$ cat config.mk
export PLATFORM = sky130hd
export DESIGN_NAME = signed_varint_byte_encoder_top
export DESIGN_NICKNAME = d
export VERILOG_FILES = /design/src/rtl/sve_pkg.sv /design/src/rtl/sve_classify.sv /design/src/rtl/sve_shifter.sv /design/src/rtl/signed_varint_byte_encoder_top.sv
export SDC_FILE = /design/constraint.sdc
export NUM_CORES = 1
export LEC_CHECK = 0
export ABC_AREA = 1
export BUFFER_PORTS_ARGS = -buffer_cell sky130_fd_sc_hd__buf_2
export CAP_MARGIN = 30
export CORE_MARGIN = 2
export CORE_UTILIZATION = 45
export CTS_BUF_LIST = sky130_fd_sc_hd__clkbuf_2 sky130_fd_sc_hd__clkbuf_4 sky130_fd_sc_hd__clkbuf_8
export DETAILED_ROUTE_END_ITERATION = 10
export PLACE_DENSITY_LB_ADDON = 0.25
export SETUP_SLACK_MARGIN = 0.5
export SLEW_MARGIN = 10
export SYNTH_ARGS = -nofsm -noshare
export SYNTH_HDL_FRONTEND = slang
export SYNTH_SLANG_ARGS = --single-unit
$ cat constraint.sdc
create_clock -name clk -period 9.2 [get_ports clk]
set_input_delay 1.84 -clock clk [delete_from_list [all_inputs] [get_ports clk]]
set_output_delay 1.84 -clock clk [all_outputs]
set_load 0.05 [all_outputs]
$ cat src/rtl/sve_pkg.sv
// ----------------------------------------------------------------------------
// sve_pkg: shared types and constants for the signed varint byte encoder
// Holds the field widths, the small-value offset and the structs passed
// between the classifier, the byte shifter and the top level.
// ----------------------------------------------------------------------------
package sve_pkg;

	localparam int VALUE_W      = 64;
	localparam int BYTE_W       = 8;
	localparam int MAX_BYTES    = VALUE_W / BYTE_W;
	localparam int CNT_W        = 4;
	localparam int SMALL_LIMIT  = 120;
	localparam logic [BYTE_W-1:0] SMALL_OFFSET = 8'd8;

	// Item as resolved at load time: header byte, payload count, payload bits
	typedef struct packed {
		logic [BYTE_W-1:0]  hdr;
		logic [CNT_W-1:0]   cnt;
		logic [VALUE_W-1:0] mag;
	} load_t;

	// Byte offered by the shifter plus its sequencing status
	typedef struct packed {
		logic              valid;
		logic [BYTE_W-1:0] data;
		logic              last;
		logic [CNT_W-1:0]  cnt;
	} emit_t;

endpackage

$ cat src/rtl/sve_classify.sv
// ----------------------------------------------------------------------------
// sve_classify: sorts an incoming value into the short or long encoding
// Works out sign, magnitude, small-value byte, byte count and header byte.
// ----------------------------------------------------------------------------
module sve_classify (
	input  logic [sve_pkg::VALUE_W-1:0] value_bits,
	input  logic                        is_signed,
	output sve_pkg::load_t              load
);
	import sve_pkg::*;

	logic                neg;
	logic [VALUE_W-1:0]  mag;
	logic                small_val;
	logic [BYTE_W-1:0]   small_byte;
	logic [BYTE_W-1:0]   low_byte;
	logic [CNT_W-1:0]    nbytes;
	logic [BYTE_W-1:0]   long_hdr;

	// Negative values are inverted; the range test then is the same for both
	assign neg       = is_signed & value_bits[VALUE_W-1];
	assign mag       = neg ? ~value_bits : value_bits;
	assign small_val = (mag[VALUE_W-1:7] == '0) && (mag[6:0] < 7'(SMALL_LIMIT));

	// Single-byte form: zero stays, others move away from zero by the offset
	assign low_byte = value_bits[BYTE_W-1:0];
	always_comb begin
		if (low_byte == '0) begin
			small_byte = '0;
		end else if (neg) begin
			small_byte = low_byte - SMALL_OFFSET;
		end else begin
			small_byte = low_byte + SMALL_OFFSET;
		end
	end

	// Byte count: one past the highest nonzero byte of the magnitude
	always_comb begin
		nbytes = '0;
		for (int i = 0; i < MAX_BYTES; i++) begin
			if (mag[i*BYTE_W +: BYTE_W] != '0) begin
				nbytes = CNT_W'(i + 1);
			end
		end
	end

	// Header is the count, negated for negative values
	assign long_hdr = neg ? (BYTE_W'(0) - BYTE_W'(nbytes)) : BYTE_W'(nbytes);

	assign load.hdr = small_val ? small_byte : long_hdr;
	assign load.cnt = small_val ? '0 : nbytes;
	assign load.mag = mag;

endmodule

$ cat src/rtl/sve_shifter.sv
// ----------------------------------------------------------------------------
// sve_shifter: byte-serial emitter
// Sends the header byte, then shifts the payload out one byte per cycle while
// take is high, least significant first, counting down the remaining bytes.
// ----------------------------------------------------------------------------
module sve_shifter (
	input  logic           clk,
	input  logic           arst_n,
	input  logic           load_en,
	input  sve_pkg::load_t load,
	input  logic           take,
	output sve_pkg::emit_t emit
);
	import sve_pkg::*;

	logic                hdr_pend_q;
	logic [CNT_W-1:0]    cnt_q;
	logic [BYTE_W-1:0]   hdr_q;
	logic [VALUE_W-1:0]  sh_q;
	logic                busy;
	logic                step;

	assign busy = hdr_pend_q || (cnt_q != '0);
	assign step = busy && take;

	// Control: header flag and payload countdown
	always_ff @(posedge clk or negedge arst_n) begin
		if (!arst_n) begin
			hdr_pend_q <= 1'b0;
			cnt_q      <= '0;
		end else if (load_en) begin
			hdr_pend_q <= 1'b1;
			cnt_q      <= load.cnt;
		end else if (step) begin
			if (hdr_pend_q) begin
				hdr_pend_q <= 1'b0;
			end else begin
				cnt_q <= cnt_q - CNT_W'(1);
			end
		end
	end

	// Payload: header byte and the byte shift register
	always_ff @(posedge clk) begin
		if (load_en) begin
			hdr_q <= load.hdr;
			sh_q  <= load.mag;
		end else if (step && !hdr_pend_q) begin
			sh_q <= {BYTE_W'(0), sh_q[VALUE_W-1:BYTE_W]};
		end
	end

	// Offered byte
	assign emit.valid = busy;
	assign emit.data  = hdr_pend_q ? hdr_q : sh_q[BYTE_W-1:0];
	assign emit.last  = hdr_pend_q ? (cnt_q == '0) : (cnt_q == CNT_W'(1));
	assign emit.cnt   = cnt_q;

endmodule

$ cat src/rtl/signed_varint_byte_encoder_top.sv
// ----------------------------------------------------------------------------
// signed_varint_byte_encoder_top: compact byte encoder for 64-bit integers
// Turns each value into one small byte, or a count header followed by the
// significant bytes of the (inverted, if negative) value.
// ----------------------------------------------------------------------------
//
//  channel | signals                          | direction
//  --------+----------------------------------+----------
//  input   | in_valid, in_stall, value_bits,  | in (in_stall out)
//          | is_signed                        |
//  output  | out_valid, out_stall, out_byte,  | out (out_stall in)
//          | last_byte                        |
//
// An item is one output byte for a small value, or n + 1 for a long one
// (n = 1..8), so at most 9; the byte shifter emits one byte per cycle while
// the output takes it. The next item is taken in the cycle its predecessor's
// last byte moves into the output register. Reset clears the sequencer and
// output valid. A stalled output holds its byte and halts the shifter.
// ----------------------------------------------------------------------------
module signed_varint_byte_encoder_top (
	input  logic                        clk,
	input  logic                        arst_n,
	input  logic                        in_valid,
	output logic                        in_stall,
	input  logic [sve_pkg::VALUE_W-1:0] value_bits,
	input  logic                        is_signed,
	output logic                        out_valid,
	input  logic                        out_stall,
	output logic [sve_pkg::BYTE_W-1:0]  out_byte,
	output logic                        last_byte
);
	import sve_pkg::*;

	load_t             load;
	emit_t             emit;
	logic              take;
	logic              accept;
	logic              out_valid_q;
	logic [BYTE_W-1:0] out_byte_q;
	logic              last_q;

	sve_classify u_classify (
		.value_bits (value_bits),
		.is_signed  (is_signed),
		.load       (load)
	);

	sve_shifter u_shifter (
		.clk     (clk),
		.arst_n  (arst_n),
		.load_en (accept),
		.load    (load),
		.take    (take),
		.emit    (emit)
	);

	// Output slot is free when empty or being drained
	assign take     = !out_valid_q || !out_stall;
	assign in_stall = emit.valid && !(take && emit.last);
	assign accept   = in_valid && !in_stall;

	// Output register
	always_ff @(posedge clk or negedge arst_n) begin
		if (!arst_n) begin
			out_valid_q <= 1'b0;
		end else if (take) begin
			out_valid_q <= emit.valid;
		end
	end

	always_ff @(posedge clk) begin
		if (take && emit.valid) begin
			out_byte_q <= emit.data;
			last_q     <= emit.last;
		end
	end

	assign out_valid = out_valid_q;
	assign out_byte  = out_byte_q;
	assign last_byte = last_q;

	// An accepted item always leaves the shifter with a byte to send
	a_accept_busy: assert property (@(posedge clk) disable iff (!arst_n)
		accept |=> emit.valid)
		else $error("shifter idle after item accepted");

	// Payload count never exceeds the widest encoding
	a_cnt_range: assert property (@(posedge clk) disable iff (!arst_n)
		emit.cnt <= CNT_W'(MAX_BYTES))
		else $error("payload count out of range");

	// A delivered byte that is not last must have more bytes behind it
	a_more_bytes: assert property (@(posedge clk) disable iff (!arst_n)
		(out_valid && !out_stall && !last_byte) |-> emit.valid)
		else $error("item ended without last byte");

endmodule
# == Yosys cells after proc, flatten, opt, wreduce, memory -nomap -nowiden ==
# Cells that the tools add are included.
# word_totals
elab_cells,67
register_bits,87
inputBits,69
# op_classes
order_cmp,1
add_sub_neg,4
n_mux,23
bitwise,2
n_eq_ne,2
reduce_logical,28
# ops
cell,n
64-bit two-way mux,3
64-bit inverter,1
8-bit nonzero test,8
57-bit logical NOT,1
8-bit two-way mux,5
4-bit two-way mux,5
3-bit two-way mux,4
8-bit by 4-bit adder with 8-bit output (second input constant),1
8-bit logical NOT,1
8-bit by 4-bit subtractor with 8-bit output (second input constant),1
7-bit less-than comparator (second input constant),1
1-bit logical AND,6
1-bit logical NOT,5
1-bit by 4-bit subtractor with 5-bit output (first input constant),1
4-bit by 1-bit equality test with 1-bit output (second input constant),1
4-bit logical NOT,1
1-bit two-way mux,4
2-bit two-way mux,2
2-bit nonzero test,2
4-bit nonzero test,1
4-bit by 1-bit subtractor with 4-bit output (second input constant),1
1-bit logical OR,2
2-bit != test (second input constant),1
2-bit AND reduction,1
1-bit bitwise AND,1

# == Depth between registers and ports, before layout ==
# depth
ltp_word,14
depth_mapped,24

# == Hierarchy ==
# A second synthesis with hierarchy kept.
# hier_totals
hier_cells,666
area_unflattened_um2,5381.4
# modules_own_cells
mod,cells_each,n_inst,area_per_inst_um2
sve_shifter,349,1,3415.8
sve_classify,299,1,1627.8
signed_varint_byte_encoder_top,18,1,337.8

# == Worst setup path before layout ==
# No wires, ideal clock.
# synth_timing
kind,input -> register
startpoint,in out_stall
endpoint,reg u_shifter.cnt_q[1]
slack_ps,4966
path_stages,8
arrival_ps,4105
cell_sequence,nand2_1 nand2_1 inv_1 nand2_1 nand2_1 inv_1 nand2_1 nand2_1
# synth_between
word_cells_on_any_way,12
cone_classes,eq/ne: 1; mux: 1; reduce/logical: 10
# synth_lines
item,line,rtl
"start, declared",signed_varint_byte_encoder_top.sv:28,"input logic out_stall,"
1-bit logical NOT,signed_varint_byte_encoder_top.sv:58,assign take = !out_valid_q || !out_stall;
1-bit logical OR,signed_varint_byte_encoder_top.sv:58,
1-bit logical AND,sve_shifter.sv:24,assign step = busy && take;
named net u_shifter.step,sve_shifter.sv:21,logic step;
2-bit nonzero test (no source line),-,
2-bit AND reduction (no source line),-,
"end signal, assigned",sve_shifter.sv:33,cnt_q <= load.cnt;
"end signal, assigned",sve_shifter.sv:38,cnt_q <= cnt_q - CNT_W'(1);
"end, declared",sve_shifter.sv:17,logic [CNT_W-1:0] cnt_q;
# The timed path passes the listed nets, and every way through them passes these cells.
# A chain may end at the register's enable or synchronous reset.

==> impl_results.md <==
* First drt pass iteration count at 5
* Worst Skew at 0.01357 ns
* Fmax at 0.2228 GHz
* Die H at 109.7 µm
* GRT Resource Usage Total at 0.1937
* Placer Congestion at 0.8441
* Post-Syn Nets at 670
* GRT Residual Overflow at 0
* Switching power total at 585.0 µW
* Sequential fraction of the synthesis area at 0.5136
* Final HPWL DP at 8025 µm
* ANT cells at 0
* Arr. time, crit path at 4.61 ns
* First-pass GRT wire length at 17570 µm
* Pwr dens at 276.6 nW/µm²
* Crit share post-route at 0.4879
* Minimum clock period at 4.489 ns
* Vias at 3969
* Most common cell after layout, fill and taps aside: nand2_1
* H-tree levels at 3
* EDFF count, synth at 81
* Commonest non-fill, non-tap cells in the layout: nand2_1, edfxtp_1, buf_2
* Syn Inst Count at 594
* Final nets at 737
* Leakage power at 0.002579 µW
* Max-cap violations at 0
* Clk_lat worst skew at 0.36 ns
* Pint at 975.0 µW
* Largest net degree at the start of global routing at 121
* Worst EP required at 9.32 ns
* CTS tree: yes
* Critical path endpoint category: flop
* Vias/cell at 4.937
* # fillers at 1061
* Seq cells post-synth at 87
* Crit-path max FO at 72
* Initial Util at 0.4618
* # setup viols final at 0
* Post-synth ARST share at 0.06897
* Ys flop type: edfxtp_1
* Startpoint Class: primary input
* Die width at 109.7 µm
* CTS max path bufs at 2
* Die area at 12040 µm²
* Setup_tns at 0 ns
* Slew Viols, Final at 0
* Warnings, synthesis at 0
* Cell Area, Synth at 5029 µm²
* Root buffer cell: clkbuf_8
* Slew @ Worst Pin at 0.6852 ns
* Slew HR at 0.5427
* Sw Share at 0.3750
* WL final at 11030 µm
* RSZ-0062 raised after global routing: no
* Core box area at 10890 µm²
* Final-report hold violation count at 0
* Vias in the first global route at 3789
* Layout overhead on the synthesized area at 12.14%
* TritonCTS buffer count at 9
* Hold Crit Class: flop to flop
* Initial antenna violation count at 0
* Final ANT Viol Nets at 0
* PostCTS Resize Cnt at 0
* Distinct cell type count after synthesis at 28
* Synth Area per Inst at 8.466 µm²
* Port bufs at 79
* Reg clk slew, reported paths at 0.08 ns
* Drt drc at 0
* Share of layout cells above drive strength 1 at 0.1581
* Postcts setup bufs at 0
* Sequential fraction of design power at 0.498
* Status: complete, no violations
* Routed WL per cell at 13.72 µm
* Clock group share of total power at 0.146
* CP Class: primary input to flop
* Max VDD drop at 0.0001875 V
* Placement Rows at 38
* Post-cts hold buffer count at 0
* Logic pwr share at 0.356
* DR iter-0 viols at 318
* Overall power at 1560 µW
* Num ports at 80
* Clock sinks at 87
## cell type report
| cell class | instances | area (µm²) | share of cell area |
|---|---|---|---|
| clock buffer | 9 | 123.9 | 0.02197 |
| tap | 140 | 175.2 | 0.03106 |
| clock inverter | 5 | 27.53 | 0.004881 |
| sequential | 87 | 2582 | 0.4580 |
| multi-input combinational | 434 | 2116 | 0.3752 |
| inverter | 47 | 176.4 | 0.03128 |
| timing repair buffer | 82 | 437.9 | 0.07766 |
## final timing paths
kind | start | to | slack (ns) | depth (start not counted)
min in group asynchronous | arst_n | u_shifter.cnt_q[1] | 1.29 | 1
worst min register to register | u_shifter.cnt_q[1] | u_shifter.cnt_q[1] | 0.50 | 2
worst max-delay path | is_signed | u_shifter.hdr_q[1] | 4.71 | 22
worst min-delay path | u_shifter.cnt_q[1] | u_shifter.cnt_q[1] | 0.50 | 2
worst max register to register | u_shifter.cnt_q[0] | u_shifter.sh_q[53] | 6.15 | 12
max in group asynchronous | arst_n | u_shifter.cnt_q[0] | 7.76 | 1
## Yosys cell counts (2+ instances only)
master / count / share of area
or2_2: 2 / 0.0025
nand2_1: 226 / 0.17
buf_1: 2 / 0.0015
nand3_1: 22 / 0.022
nor2_1: 53 / 0.040
a21oi_1: 3 / 0.0030
nand4_1: 2 / 0.0025
buf_6: 5 / 0.011
clkbuf_1: 10 / 0.0075
xor2_1: 36 / 0.063
buf_4: 5 / 0.0075
o21ai_1: 6 / 0.0060
inv_2: 2 / 0.0015
inv_1: 44 / 0.033
nor4_1: 2 / 0.0025
edfxtp_1: 81 / 0.48
buf_2: 4 / 0.0040
o21ai_0: 55 / 0.055
xnor2_1: 15 / 0.026
ha_1: 6 / 0.015
dfrtp_1: 6 / 0.030
## critical path: stages
cell and delay, ns:
buf_2 0.22, nand2_8 0.35, inv_2 0.44, ha_1 0.34
inv_1 0.11, nand2_1 0.06, nor2_1 0.08, nand2_1 0.06
nor2_1 0.11, nand2_1 0.05, nand3_1 0.06, nand2_1 0.05
nand2_1 0.06, nand2_1 0.04, nand2_1 0.05, nand2_1 0.08
nand2_1 0.07, ha_1 0.23, nor2_1 0.10, nor2_1 0.06
nand2_1 0.06, o21ai_1 0.06
## routing by layer
metal  wire length, µm  track usage  vias up  share of wire
met5                 0            0        -              0
met4               129      0.05154        0          0.012
met3               592      0.04446       10          0.054
met2              5460       0.3329      110           0.49
met1              4851       0.2457     1811           0.44
li1                  -            -     2038              -
## per-stage QoR
stage	cell area, µm²	hold slack, ns	std cells	setup slack [ns]	util
after floorplan	5029	0.4488	594	4.966	-
after global placement	5460	0.4691	789	4.449	0.5015
after detailed placement	5460	0.4753	789	4.326	0.5015
after CTS	5612	0.4976	803	4.721	0.5154
after global routing	5639	0.5297	804	4.405	0.5179
final	5639	0.4978	804	4.711	0.5179
## sequential cells by signal, summed over array words and instances (netlist names)
name	count
last_byte	1
out_valid	1
u_shifter.hdr_q	8
u_shifter.hdr_pend_q	1
u_shifter.sh_q	64
out_byte	8
u_shifter.cnt_q	4
## power groups by stage
stage	clock, µW	combinational, µW	sequential (µW)
6_report	227	556	777
5_1_grt	247	634	797
4_1_cts	232	557	779
3_5_place_dp	0	556	787
3_3_place_gp	0	543	784
2_1_floorplan	0	345	853
## logic make-up after synthesis
group | synth area share
and+or+nand+nor | 0.2471
buffers and inverters | 0.06668
xor gates and xnor gates | 0.08883
adders and majority gates | 0.01891
DFF | 0.5136
AOI/OAI and AO/OA | 0.06494
Power figures use the tool's default switching activity.
